--- src/rtl/vic_pkg.sv ---
// ----------------------------------------------------------------------------
// vic_pkg: shared definitions of the vectored interrupt controller
// Item kinds, register word map, identification bytes and the command
// bundle from the controller to the datapath.
// ----------------------------------------------------------------------------
package vic_pkg;

  localparam int unsigned NUM_VECTORS_DEF = 16;

  typedef enum logic [1:0] {
    KIND_LINE  = 2'd0,
    KIND_READ  = 2'd1,
    KIND_WRITE = 2'd2,
    KIND_NONE  = 2'd3
  } kind_e;

  // Word addresses (byte offset >> 2)
  localparam logic [9:0] W_IRQ_STATUS = 10'h000;
  localparam logic [9:0] W_FIQ_STATUS = 10'h001;
  localparam logic [9:0] W_RAW        = 10'h002;
  localparam logic [9:0] W_FIQ_SEL    = 10'h003;
  localparam logic [9:0] W_ENABLE     = 10'h004;
  localparam logic [9:0] W_ENABLE_CLR = 10'h005;
  localparam logic [9:0] W_SOFT       = 10'h006;
  localparam logic [9:0] W_SOFT_CLR   = 10'h007;
  localparam logic [9:0] W_PROTECT    = 10'h008;
  localparam logic [9:0] W_VECTADDR   = 10'h00C;
  localparam logic [9:0] W_DEF_VECT   = 10'h00D;
  localparam logic [9:0] W_TEST_CTRL  = 10'h0C0;
  localparam logic [9:0] W_VADDR_BASE = 10'h040;
  localparam logic [9:0] W_VCTRL_BASE = 10'h080;
  localparam logic [9:0] W_ID_BASE    = 10'h3F8;

  // Vector control fields
  localparam int unsigned CTRL_EN_BIT = 5;

  localparam logic [7:0] ID_BYTES [8] = '{
    8'h90, 8'h11, 8'h04, 8'h00, 8'h0D, 8'hF0, 8'h05, 8'hB1
  };

  typedef struct packed {
    logic capture;  // latch the incoming item
    logic eval;     // register the vector hit vector
    logic apply;    // perform the access, update state
    logic report;   // register IRQ/FIQ from updated state
  } vic_cmd_t;

endpackage

--- src/rtl/vectored_interrupt_controller.sv ---
// ----------------------------------------------------------------------------
// vectored_interrupt_controller: 32-line vectored interrupt controller
// Line changes and register reads/writes enter as items; each item
// returns read data, the IRQ/FIQ outputs and a bad-offset flag.
// ----------------------------------------------------------------------------
//
//  channel | handshake          | payload
//  --------+--------------------+--------------------------------------------
//  item in | start / busy       | kind_i, offset_i, write_data_i,
//          |                    | line_index_i, line_level_i
//  result  | done_o (1 cycle)   | read_data_o, irq_out_o, fiq_out_o,
//          |                    | bad_offset_o
//
//  An item is taken at a clock edge with start high and busy low. It then
//  steps through evaluate (vector hits registered), apply (access and state
//  update), report (IRQ/FIQ registered), then the strobe. The next item may
//  be accepted in the strobe cycle, so a new item is taken only once the
//  last one has finished. The result cannot be stalled. After reset all masks
//  and vectors are zero and no level is active; no clearing pass is needed.
//
// ----------------------------------------------------------------------------
module vectored_interrupt_controller
  import vic_pkg::*;
#(
  parameter int unsigned NumVectors = NUM_VECTORS_DEF
) (
  input  logic        clk_i,
  input  logic        rst_ni,
  input  logic        start,
  output logic        busy,
  input  logic [1:0]  kind_i,
  input  logic [11:0] offset_i,
  input  logic [31:0] write_data_i,
  input  logic [4:0]  line_index_i,
  input  logic        line_level_i,
  output logic        done_o,
  output logic [31:0] read_data_o,
  output logic        irq_out_o,
  output logic        fiq_out_o,
  output logic        bad_offset_o
);

  vic_cmd_t cmd;

  // sequencer: one item at a time, fixed four-step walk
  vic_ctrl u_ctrl (
    .clk_i  (clk_i),
    .rst_ni (rst_ni),
    .start  (start),
    .busy   (busy),
    .done_o (done_o),
    .cmd_o  (cmd)
  );

  // state, decode, priority search and flags
  vic_datapath #(
    .NumVectors (NumVectors)
  ) u_datapath (
    .clk_i        (clk_i),
    .rst_ni       (rst_ni),
    .cmd_i        (cmd),
    .kind_i       (kind_i),
    .offset_i     (offset_i),
    .write_data_i (write_data_i),
    .line_index_i (line_index_i),
    .line_level_i (line_level_i),
    .read_data_o  (read_data_o),
    .irq_out_o    (irq_out_o),
    .fiq_out_o    (fiq_out_o),
    .bad_offset_o (bad_offset_o)
  );

endmodule

--- src/rtl/vic_ctrl.sv ---
// ----------------------------------------------------------------------------
// vic_ctrl: item sequencer
// Steps each item through evaluate, apply and report, then strobes done.
// ----------------------------------------------------------------------------
module vic_ctrl
  import vic_pkg::*;
(
  input  logic     clk_i,
  input  logic     rst_ni,
  input  logic     start,
  output logic     busy,
  output logic     done_o,
  output vic_cmd_t cmd_o
);

  typedef enum logic [1:0] {
    ST_IDLE,
    ST_EVAL,
    ST_APPLY,
    ST_REPORT
  } state_e;

  state_e state_q;
  logic   busy_q;
  logic   done_q;

  always_ff @(posedge clk_i or negedge rst_ni) begin
    if (!rst_ni) begin
      state_q <= ST_IDLE;
      busy_q  <= 1'b0;
      done_q  <= 1'b0;
    end else begin
      done_q <= 1'b0;
      unique case (state_q)
        ST_IDLE: begin
          if (start) begin
            state_q <= ST_EVAL;
            busy_q  <= 1'b1;
          end
        end
        ST_EVAL:  state_q <= ST_APPLY;
        ST_APPLY: state_q <= ST_REPORT;
        ST_REPORT: begin
          state_q <= ST_IDLE;
          busy_q  <= 1'b0;
          done_q  <= 1'b1;
        end
        default: state_q <= ST_IDLE;
      endcase
    end
  end

  always_comb begin
    cmd_o.capture = (state_q == ST_IDLE) && start;
    cmd_o.eval    = (state_q == ST_EVAL);
    cmd_o.apply   = (state_q == ST_APPLY);
    cmd_o.report  = (state_q == ST_REPORT);
  end

  assign busy   = busy_q;
  assign done_o = done_q;

endmodule

--- src/rtl/vic_datapath.sv ---
// ----------------------------------------------------------------------------
// vic_datapath: register file, priority search and output flags
// Holds all controller state and performs one step per command.
// ----------------------------------------------------------------------------
module vic_datapath
  import vic_pkg::*;
#(
  parameter int unsigned NumVectors = NUM_VECTORS_DEF
) (
  input  logic        clk_i,
  input  logic        rst_ni,
  input  vic_cmd_t    cmd_i,
  input  logic [1:0]  kind_i,
  input  logic [11:0] offset_i,
  input  logic [31:0] write_data_i,
  input  logic [4:0]  line_index_i,
  input  logic        line_level_i,
  output logic [31:0] read_data_o,
  output logic        irq_out_o,
  output logic        fiq_out_o,
  output logic        bad_offset_o
);

  localparam int unsigned NumLevels = NumVectors + 1;
  localparam int unsigned LW = $clog2(NumLevels + 1);
  localparam int unsigned IW = $clog2(NumLevels);
  localparam int unsigned CW = (NumVectors > 1) ? $clog2(NumVectors) : 1;
  localparam logic [LW-1:0] LevelNone = LW'(NumLevels);
  localparam logic [IW-1:0] DefIdx    = IW'(NumVectors);
  localparam logic [9:0]    VecSpan   = 10'(NumVectors);

  // captured item
  kind_e       kind_q;
  logic [9:0]  word_q;
  logic [31:0] wdata_q;
  logic [4:0]  line_q;
  logic        level_q;

  // controller state
  logic [31:0] raw_q, soft_q, en_q, fiqm_q;
  logic        prot_q;
  logic [7:0]  ctrl_q  [NumVectors];
  logic [31:0] vaddr_q [NumLevels];
  logic [LW-1:0] saved_q [NumLevels];
  logic [LW-1:0] cur_q;
  logic [NumLevels-1:0] hit_q;

  logic [31:0] rdata_q;
  logic        bad_q, irq_q, fiq_q;

  logic [31:0] all_lines, irqs;
  assign all_lines = raw_q | soft_q;
  assign irqs      = all_lines & en_q & ~fiqm_q;

  always_ff @(posedge clk_i) begin
    if (cmd_i.capture) begin
      kind_q  <= kind_e'(kind_i);
      word_q  <= offset_i[11:2];
      wdata_q <= write_data_i;
      line_q  <= line_index_i;
      level_q <= line_level_i;
    end
  end

  // A vector level hits when it is enabled and its selected source line is active; the default level hits on any line.
  logic [NumLevels-1:0] hit_d;
  always_comb begin
    for (int k = 0; k < NumVectors; k++) begin
      hit_d[k] = ctrl_q[k][CTRL_EN_BIT] & all_lines[ctrl_q[k][4:0]];
    end
    hit_d[NumVectors] = |all_lines;
  end

  always_ff @(posedge clk_i) begin
    if (cmd_i.eval) hit_q <= hit_d;
  end

  logic [LW-1:0] first_lvl;
  always_comb begin
    first_lvl = LevelNone;
    for (int l = NumLevels - 1; l >= 0; l--) begin
      if (hit_q[l]) first_lvl = LW'(l);
    end
  end

  // address decode
  logic          is_id, in_vaddr, in_vctrl;
  logic [IW-1:0] vsel;
  logic [CW-1:0] csel;
  logic [9:0]    vrel, crel;
  assign vrel     = word_q - W_VADDR_BASE;
  assign crel     = word_q - W_VCTRL_BASE;
  assign is_id    = word_q >= W_ID_BASE;
  assign in_vaddr = (word_q >= W_VADDR_BASE) && (word_q < W_VADDR_BASE + VecSpan);
  assign in_vctrl = (word_q >= W_VCTRL_BASE) && (word_q < W_VCTRL_BASE + VecSpan);
  assign vsel     = vrel[IW-1:0];
  assign csel     = crel[CW-1:0];

  // apply step
  logic [31:0]   rdata_d;
  logic          bad_d;
  logic [31:0]   raw_d, soft_d, en_d, fiqm_d;
  logic          prot_d;
  logic [LW-1:0] cur_d, prev_lvl;
  logic          use_vaddr;
  logic [IW-1:0] vaddr_ridx, vaddr_widx, saved_widx;
  logic          vaddr_we, ctrl_we, saved_we;

  assign prev_lvl = saved_q[cur_q[IW-1:0]];

  always_comb begin
    rdata_d    = '0;
    bad_d      = 1'b0;
    raw_d      = raw_q;
    soft_d     = soft_q;
    en_d       = en_q;
    fiqm_d     = fiqm_q;
    prot_d     = prot_q;
    cur_d      = cur_q;
    use_vaddr  = 1'b0;
    vaddr_ridx = '0;
    vaddr_widx = vsel;
    vaddr_we   = 1'b0;
    ctrl_we    = 1'b0;
    saved_we   = 1'b0;
    saved_widx = first_lvl[IW-1:0];
    unique case (kind_q)
      KIND_LINE: raw_d[line_q] = level_q;
      KIND_READ: begin
        if (is_id) begin
          rdata_d = 32'(ID_BYTES[word_q[2:0]]);
        end else if (in_vaddr) begin
          use_vaddr  = 1'b1;
          vaddr_ridx = vsel;
        end else if (in_vctrl) begin
          rdata_d = 32'(ctrl_q[csel]);
        end else begin
          unique case (word_q)
            W_IRQ_STATUS: rdata_d = irqs;
            W_FIQ_STATUS: rdata_d = all_lines & fiqm_q;
            W_RAW:        rdata_d = all_lines;
            W_FIQ_SEL:    rdata_d = fiqm_q;
            W_ENABLE:     rdata_d = en_q;
            W_SOFT:       rdata_d = soft_q;
            W_PROTECT:    rdata_d = 32'(prot_q);
            W_VECTADDR: begin
              use_vaddr = 1'b1;
              if (first_lvl < cur_q) begin
                // raise to the pending level, push the old one
                saved_we   = 1'b1;
                cur_d      = first_lvl;
                vaddr_ridx = first_lvl[IW-1:0];
              end else if (cur_q == LevelNone) begin
                vaddr_ridx = DefIdx;
              end else begin
                vaddr_ridx = cur_q[IW-1:0];
              end
            end
            W_DEF_VECT: begin
              use_vaddr  = 1'b1;
              vaddr_ridx = DefIdx;
            end
            default: bad_d = 1'b1;
          endcase
        end
      end
      KIND_WRITE: begin
        if (in_vaddr) begin
          vaddr_we = 1'b1;
        end else if (in_vctrl) begin
          ctrl_we = 1'b1;
        end else begin
          unique case (word_q)
            W_IRQ_STATUS: ;
            W_FIQ_SEL:    fiqm_d = wdata_q;
            W_ENABLE:     en_d   = en_q | wdata_q;
            W_ENABLE_CLR: en_d   = en_q & ~wdata_q;
            W_SOFT:       soft_d = soft_q | wdata_q;
            W_SOFT_CLR:   soft_d = soft_q & ~wdata_q;
            W_PROTECT:    prot_d = wdata_q[0];
            W_VECTADDR: begin
              // pop the saved level
              if (cur_q < LevelNone) begin
                cur_d = (prev_lvl <= LevelNone) ? prev_lvl : LevelNone;
              end
            end
            W_DEF_VECT: begin
              vaddr_we   = 1'b1;
              vaddr_widx = DefIdx;
            end
            W_TEST_CTRL: ;
            default: bad_d = 1'b1;
          endcase
        end
      end
      KIND_NONE: ;
      default: ;
    endcase
    if (use_vaddr) rdata_d = vaddr_q[vaddr_ridx];
  end

  always_ff @(posedge clk_i or negedge rst_ni) begin
    if (!rst_ni) begin
      raw_q  <= '0;
      soft_q <= '0;
      en_q   <= '0;
      fiqm_q <= '0;
      prot_q <= 1'b0;
      cur_q  <= LevelNone;
      for (int k = 0; k < NumVectors; k++) ctrl_q[k] <= '0;
      for (int k = 0; k < NumLevels; k++) vaddr_q[k] <= '0;
    end else if (cmd_i.apply) begin
      raw_q  <= raw_d;
      soft_q <= soft_d;
      en_q   <= en_d;
      fiqm_q <= fiqm_d;
      prot_q <= prot_d;
      cur_q  <= cur_d;
      if (ctrl_we) ctrl_q[csel] <= wdata_q[7:0];
      if (vaddr_we) vaddr_q[vaddr_widx] <= wdata_q;
    end
  end

  // saved-level stack has no reset: every pop reads a pushed entry
  always_ff @(posedge clk_i) begin
    if (cmd_i.apply && saved_we) saved_q[saved_widx] <= cur_q;
  end

  always_ff @(posedge clk_i) begin
    if (cmd_i.apply) begin
      rdata_q <= rdata_d;
      bad_q   <= bad_d;
    end
  end

  // IRQ limited to sources above the serviced level
  logic irq_d;
  always_comb begin
    irq_d = 1'b0;
    if (cur_q >= LevelNone) begin
      irq_d = |irqs;
    end else begin
      for (int k = 0; k < NumVectors; k++) begin
        if ((LW'(k) < cur_q) && ctrl_q[k][CTRL_EN_BIT]) begin
          irq_d = irq_d | irqs[ctrl_q[k][4:0]];
        end
      end
    end
  end

  always_ff @(posedge clk_i or negedge rst_ni) begin
    if (!rst_ni) begin
      irq_q <= 1'b0;
      fiq_q <= 1'b0;
    end else if (cmd_i.report) begin
      irq_q <= irq_d;
      fiq_q <= |(all_lines & fiqm_q);
    end
  end

  assign read_data_o  = rdata_q;
  assign bad_offset_o = bad_q;
  assign irq_out_o    = irq_q;
  assign fiq_out_o    = fiq_q;

endmodule

--- config.mk ---
export PLATFORM = sky130hd
export DESIGN_NAME = vectored_interrupt_controller
export DESIGN_NICKNAME = d
export VERILOG_FILES = /design/src/rtl/vic_pkg.sv /design/src/rtl/vectored_interrupt_controller.sv /design/src/rtl/vic_ctrl.sv /design/src/rtl/vic_datapath.sv
export SDC_FILE = /design/constraint.sdc
export NUM_CORES = 2
export LEC_CHECK = 0
export BUFFER_PORTS_ARGS = -buffer_cell sky130_fd_sc_hd__buf_2
export CAP_MARGIN = 20
export CORE_UTILIZATION = 64
export DETAILED_ROUTE_END_ITERATION = 10
export GPL_ROUTABILITY_DRIVEN = 0
export PLACE_DENSITY = 0.79
export SLEW_MARGIN = 20
export SYNTH_ARGS = -nofsm -noshare
export SYNTH_HDL_FRONTEND = slang
export SYNTH_HIERARCHICAL = 1
export SYNTH_SLANG_ARGS = --single-unit
--- constraint.sdc ---
create_clock -name clk_i -period 6.17 [get_ports clk_i]
set_clock_uncertainty 0.2 [all_clocks]
set_input_delay 0.9255 -clock clk_i [delete_from_list [all_inputs] [get_ports clk_i]]
set_output_delay 0.9255 -clock clk_i [all_outputs]
set_load 0.005 [all_outputs]
# Word-level counts from Yosys, hierarchy flattened
# Memory sizes are Yosys's and may differ from the RTL's.
# Index checks and enable logic that the tools add are counted.
dict set report classes {
  add_sub_neg 2
  magnitude_cmp 49
  eq_ne 27
  muxes 193
  bitwise 47
  n_reduce_logical 45
}
# op n
set ops {}
lappend ops {{$bwmux 544} 1}
lappend ops {{$mux 32} 8}
lappend ops {{$pmux 32 s7} 1}
lappend ops {{$mux 5} 36}
lappend ops {{$and 32x32->32} 5}
lappend ops {{$bmux 1 s5} 32}
lappend ops {{$bmux 32 s5} 1}
lappend ops {{$demux 32 s5} 1}
lappend ops {{$bwmux 128} 1}
lappend ops {{$pmux 32 s2} 2}
lappend ops {{$lt 5x6->1 const B} 17}
lappend ops {{$or 32x32->32} 3}
lappend ops {{$reduce_or 32->1} 3}
lappend ops {{$mux 1} 95}
lappend ops {{$not 32->32} 2}
lappend ops {{$eq 10x3->1 const B} 4}
lappend ops {{$lt 4x5->1 const A} 8}
lappend ops {{$mux 8} 5}
lappend ops {{$bmux 8 s4} 1}
lappend ops {{$bwmux 32} 1}
lappend ops {{$demux 8 s4} 1}
lappend ops {{$eq 10x4->1 const B} 3}
lappend ops {{$logic_and 1x1->1} 23}
lappend ops {{$eq 10x2->1 const B} 2}
lappend ops {{46 further kinds} 107}
dict set report word_totals {
  register_bits 912
  ram_bits 85
  rom_bits 64
  inputBits 55
  output_inout_bits 37
  elab_cells 417
  n_memories 2
}
# memory depth word_bits read_ports rd_ports_with_merged_regs write_ports line
set mem_list {}
lappend mem_list {u_datapath.saved_q 17 5 1 0 1 vic_datapath.sv:44} ;# logic [LW-1:0] saved_q [NumLevels];
lappend mem_list {{(no name shown)} 8 8 1 0 0 vic_datapath.sv:131} ;# rdata_d = 32'(ID_BYTES[word_q[2:0]]);

# Logic depth before layout (Yosys ltp)
dict set report logic_depth {
  depth_word 52
  ltp_mapped 18
  mapped_depth_nobuf 15
}

# Cells and area by module
# The synthesis kept the hierarchy.
# mod n_inst cells_each area_each_um2 seq_area_each_um2
set modules_own_cells {}
lappend modules_own_cells {vic_datapath 1 4261 54629.9 25777.2}
lappend modules_own_cells {vic_ctrl 1 20 256.5 100.1}

# Worst setup path after synthesis
# Ideal clock, no wire load.
dict set report synth_path {
  path_kind {register to register}
  startpoint {register u_datapath.hit_q[12]}
  endpoint {register u_datapath.rdata_q[7], in the netlist u_datapath/read_data_o[7], data pin}
  arrival_time_ps 3967
  path_slack_ps 1742
  path_stages_with_launch 16
  n_path_buf 2
  synth_period_minus_slack_ps 4428
  path_cell_list {edfxtp_1 > or4_1 > nor2b_1 > o21a_1 > ha_1 > a211oi_1 > o221ai_1 > a31oi_4 > mux2_4 > a21o_1 > buf_6 > buf_6 > mux4_2 > a21oi_1 > o21ai_1 > a221o_1}
}
dict set report synth_between {
  elab_chain_cells 25
}
# item line
set synth_lines {}
lappend synth_lines {{start: declaration} vic_datapath.sv:46} ;# logic [NumLevels-1:0] hit_q;
lappend synth_lines {{start signal: assignment} vic_datapath.sv:75} ;# if (cmd_i.eval) hit_q <= hit_d;
lappend synth_lines {{$mux 5 (*) (13 in series)} vic_datapath.sv:82} ;# if (hit_q[l]) first_lvl = LW'(l);
lappend synth_lines {{$lt 5x5->1} vic_datapath.sv:148} ;# if (first_lvl < cur_q) begin
lappend synth_lines {{$mux 5 (*)} vic_datapath.sv:148}
lappend synth_lines {{$pmux 5 s2 (*)} vic_datapath.sv:138} ;# unique case (word_q)
lappend synth_lines {{$mux 5 (*)} vic_datapath.sv:135} ;# end else if (in_vctrl) begin
lappend synth_lines {{$mux 5 (*)} vic_datapath.sv:132} ;# end else if (in_vaddr) begin
lappend synth_lines {{$mux 5 (*)} vic_datapath.sv:130} ;# if (is_id) begin
lappend synth_lines {{$mux 5 (*)} vic_datapath.sv:127} ;# unique case (kind_q)
lappend synth_lines {{$not 5->6 (implied by the code) (*)} vic_datapath.sv:199} ;# if (use_vaddr) rdata_d = vaddr_q[vaddr_ridx];
lappend synth_lines {{$bmux 32 s5 (*)} vic_datapath.sv:199}
lappend synth_lines {{$mux 32 (implied by the code) (*) (2 in series)} vic_datapath.sv:199}
lappend synth_lines {{$mux 32 (*)} vic_datapath.sv:199}
lappend synth_lines {{via u_datapath.rdata_d[7]} vic_datapath.sv:100} ;# logic [31:0] rdata_d;
lappend synth_lines {{end signal: assignment} vic_datapath.sv:231} ;# rdata_q <= rdata_d;
lappend synth_lines {{end: declaration} vic_datapath.sv:48} ;# logic [31:0] rdata_q;
# Mark *: on every way through the listed nets, which the timed path passes. The rest lies on a longest branch. The select of a mux whose other input is x is not followed.
# A chain may end at the register's enable or synchronous reset.

# Worst setup path in the final report
dict set report layout_path {
  startpoint {register u_datapath.hit_q[12]}
  endpoint {register u_datapath.rdata_q[20], in the netlist u_datapath/read_data_o[20], data pin}
}
# The elaborated chain is that of the path after synthesis.

==> summary.md <==
| Metric | Value |
|---|---|
| Row count | `107` |
| Synthesized flop and latch total | `997` |
| Worst vdd ir | `0.343 mV` |
| Synth Instances | `4281` |
| Largest net degree at the start of global routing | `193` |
| Final setup fails | `0` |
| Type of destination of the critical path | `flip-flop` |
| Util after Layout | `70.3%` |
| Drt pass-1 iters | `9` |
| Top cells by area, synth | `dfrtp_1 37%, mux2_2 15%, mux4_2 15%, edfxtp_1 10%, clkbuf_1 2.2%` |
| Multi-input logic area | `27200 µm²` |
| RSZ-0062 raised after global routing | `false` |
| Status | `finished, final reports clean` |
| Cell total after placement | `5196` |
| Post-route ant nets | `0` |
| Post-synth EDFFs | `185` |
| Worst setup SP type | `flip-flop` |
| # H-tree levels | `3` |
| Starting density of the core | `64.6%` |
| Yosys top cell area share | `36.9%` |
| Multiplexer area fraction after synthesis | `31.9%` |
| Antenna violations before repair | `7` |
| Area growth, synth to finish | `8.96%` |
| Drc violations | `0` |
| Placeable Area | `85000 µm²` |
| Die area | `86900 µm²` |
| Clk_lat worst skew | `0.72 ns` |
| Largest family of logic cells by synthesized area | `multiplexers` |
| Max Fclk | `0.174 GHz` |
| Routed vias | `41100` |
| Hold buffers post-CTS | `0` |
| PD cells | `262 nW/µm²` |
| Pleak | `25.0 nW` |
| Fill cell count | `5722` |
| Fin crit share | `93.0%` |
| Main synth FF type | `dfrtp_1` |
| Via-per-instance ratio | `7.64` |
| Total Nets Final | `4225` |
| Chip Width | `295 µm` |
| CP arrival | `6.04 ns` |
| Longest Clk Path Bufs | `3` |
| Setup TNS | `0 ns` |
| Register area share after synthesis | `47.1%` |
| Post-synthesis simple-gate area fraction | `7.32%` |
| Mapped Area | `54900 µm²` |
| Post-route minimum period | `5.74 ns` |
| Rel. slew slack | `15.9%` |
| Die Y | `295 µm` |
| Max Cap Viol | `0` |
| Post-detail-place hpwl | `109000 µm` |
| Largest area contributor in the netlist | `dfrtp_1` |
| Register Area | `25900 µm²` |
| Wire length per cell | `32.3 µm` |
| Distinct cells, synth | `98` |
| Synth cell count leaders | `810 x dfrtp_1, 753 x mux2_2, 365 x mux4_2` |
| Fin. Hold Viols | `0` |
| CTS tree | `done` |
| Critical path class | `flip-flop to flip-flop` |
| Design area | `59800 µm²` |
| Final Non-Filler Cells | `5385` |
| Xor/xnor cell area share of the yosys netlist | `0.0160%` |
| Syn_area_per_cell | `12.8 µm²` |
| Share of cells above drive strength 1 | `38.5%` |
| Required @ worst endpoint | `6.47 ns` |
| Tightest Pin Transition | `1.26 ns` |
| Pwr Total | `15.7 mW` |
| Yosys Warn Count | `6` |
| Slew Limit Fails | `0` |
| Clock-pin slew on the worst setup and hold paths | `0.06 ns` |
| CTS Sinks | `997` |
| First-pass GRT wire length | `261000 µm` |
| Count leader, synth | `dfrtp_1` |
| Vias in the first global route | `40300` |
| Syn_nets | `4349` |
| Post-CTS Setup Bufs | `0` |
| Buffers on Ports | `89` |
| Root Buffer Master | `clkbuf_16` |
| Tot GR Track Use | `40.5%` |
| Placed cell area | `56400 µm²` |
| Routed wire length | `174000 µm` |
| Ports | `92` |
| Post_cts resized | `0` |
| Compound-Gate Fraction of Synth Area | `9.45%` |
| Initial drt markers | `6131` |
| Class of the worst hold path | `primary input to async pin` |
| CTS buffer count | `101` |
| GRT overflow | `0` |
| Synth Area in Adders | `0.296%` |
| Crit path max fanout | `23` |
| Post-synth ARST share | `81.4%` |
cell usage in the layout, fill, tap and decap left out, types with 34 or more instances in the layout:
| master | count |
|---|---|
| a21oi_1 | 158 |
| a31oi_1 | 92 |
| nand2_1 | 190 |
| nand3_1 | 64 |
| mux4_2 | 365 |
| clkbuf_1 | 34 |
| nor2_1 | 196 |
| buf_4 | 154 |
| a211oi_1 | 86 |
| mux2_2 | 753 |
| buf_2 | 88 |
| nor2b_1 | 52 |
| edfxtp_1 | 185 |
| clkbuf_16 | 102 |
| nor3_1 | 68 |
| mux2i_1 | 73 |
| o21ai_0 | 125 |
| dfrtp_1 | 808 |
critical path, stage by stage, from the launching register on:
cell	delay, ns
edfxtp_1	0.43
or4_1	0.63
nor2b_1	0.19
o21a_1	0.22
ha_1	0.30
a211oi_1	0.31
o221ai_1	0.30
a31oi_4	0.46
mux2_2	0.51
o21ai_4	0.77
buf_4	0.32
nor2_1	0.05
nor4_1	0.40
a31oi_1	0.13
o211ai_1	0.29
per-layer routing:
| layer | share of wire [%] | GRT usage, % |
|---|---|---|
| met5 | 0.044 | 0.0567 |
| met4 | 8.0 | 26.1 |
| met3 | 12 | 9.99 |
| met2 | 45 | 60.8 |
| met1 | 35 | 52.9 |
registers in the layout, indices dropped and copies added (netlist names), named ones only:
register,count
u_ctrl/busy,1
u_ctrl/done_o,1
u_ctrl/state_q,2
u_datapath/bad_offset_o,1
u_datapath/ctrl_q,128
u_datapath/cur_q,5
u_datapath/fiq_out_o,1
u_datapath/fiqm_q,32
u_datapath/hit_q,17
u_datapath/irq_out_o,1
u_datapath/kind_q,2
u_datapath/level_q,1
u_datapath/line_q,5
u_datapath/prot_q,1
u_datapath/raw_q,32
u_datapath/read_data_o,32
u_datapath/saved_q,85
u_datapath/vaddr_q,544
u_datapath/wdata_q,32
u_datapath/word_q,10
layout make-up:
class,count,share of cell area (%)
well taps,1144,2.39
clock inverters,32,0.780
multi-input cells,2773,45.4
clock buffers,154,4.90
flip-flops and latches,997,43.3
diodes,1,0.00418
repair buffers,254,3.07
inverters,30,0.188
worst paths after layout:
kind	cells past startpoint	start	slack [ns]	endpoint
max	14	u_datapath/hit_q[12]	0.43	u_datapath/read_data_o[20]
max in group asynchronous	3	rst_ni	4.25	u_datapath/vaddr_q[89]
min in group clk_i	1	write_data_i[31]	0.18	u_datapath/wdata_q[31]
max reg2reg	14	u_datapath/hit_q[12]	0.43	u_datapath/read_data_o[20]
min reg2reg	1	u_datapath/vaddr_q[394]	0.29	u_datapath/vaddr_q[394]
min	1	rst_ni	0.007	u_datapath/ctrl_q[123]
stage by stage:
step | worst slack, ns | hold slack [ns]
floorplan | 1.74 | 0.252
global placement | 0.848 | 0.261
detailed placement | 0.704 | 0.275
CTS | 0.567 | 0.0247
global route | 0.337 | 0.0616
finish | 0.434 | 0.00672
cell families (layout without fill, tap and decap cells):
| kind of cell | after synthesis | count (layout) |
|---|---|---|
| AND/OR/NAND/NOR | 799 | 799 |
| adder cells (fa/ha/maj) | 13 | 13 |
| AO/OA/AOI/OAI | 761 | 761 |
| flip-flops | 997 | 997 |
| buffers and inverters | 511 | 470 |
| multiplexers | 1199 | 1199 |
| XOR/XNOR | 1 | 1 |
| other | 0 | 1 |
report_power, final:
group / switching (mW) / internal (mW)
Sequential: 0.382 / 7.01
Clock: 2.71 / 3.56
Combinational: 1.32 / 0.695
Total: 4.42 / 11.3
Note: power is estimated with default switching activity, not from simulation.
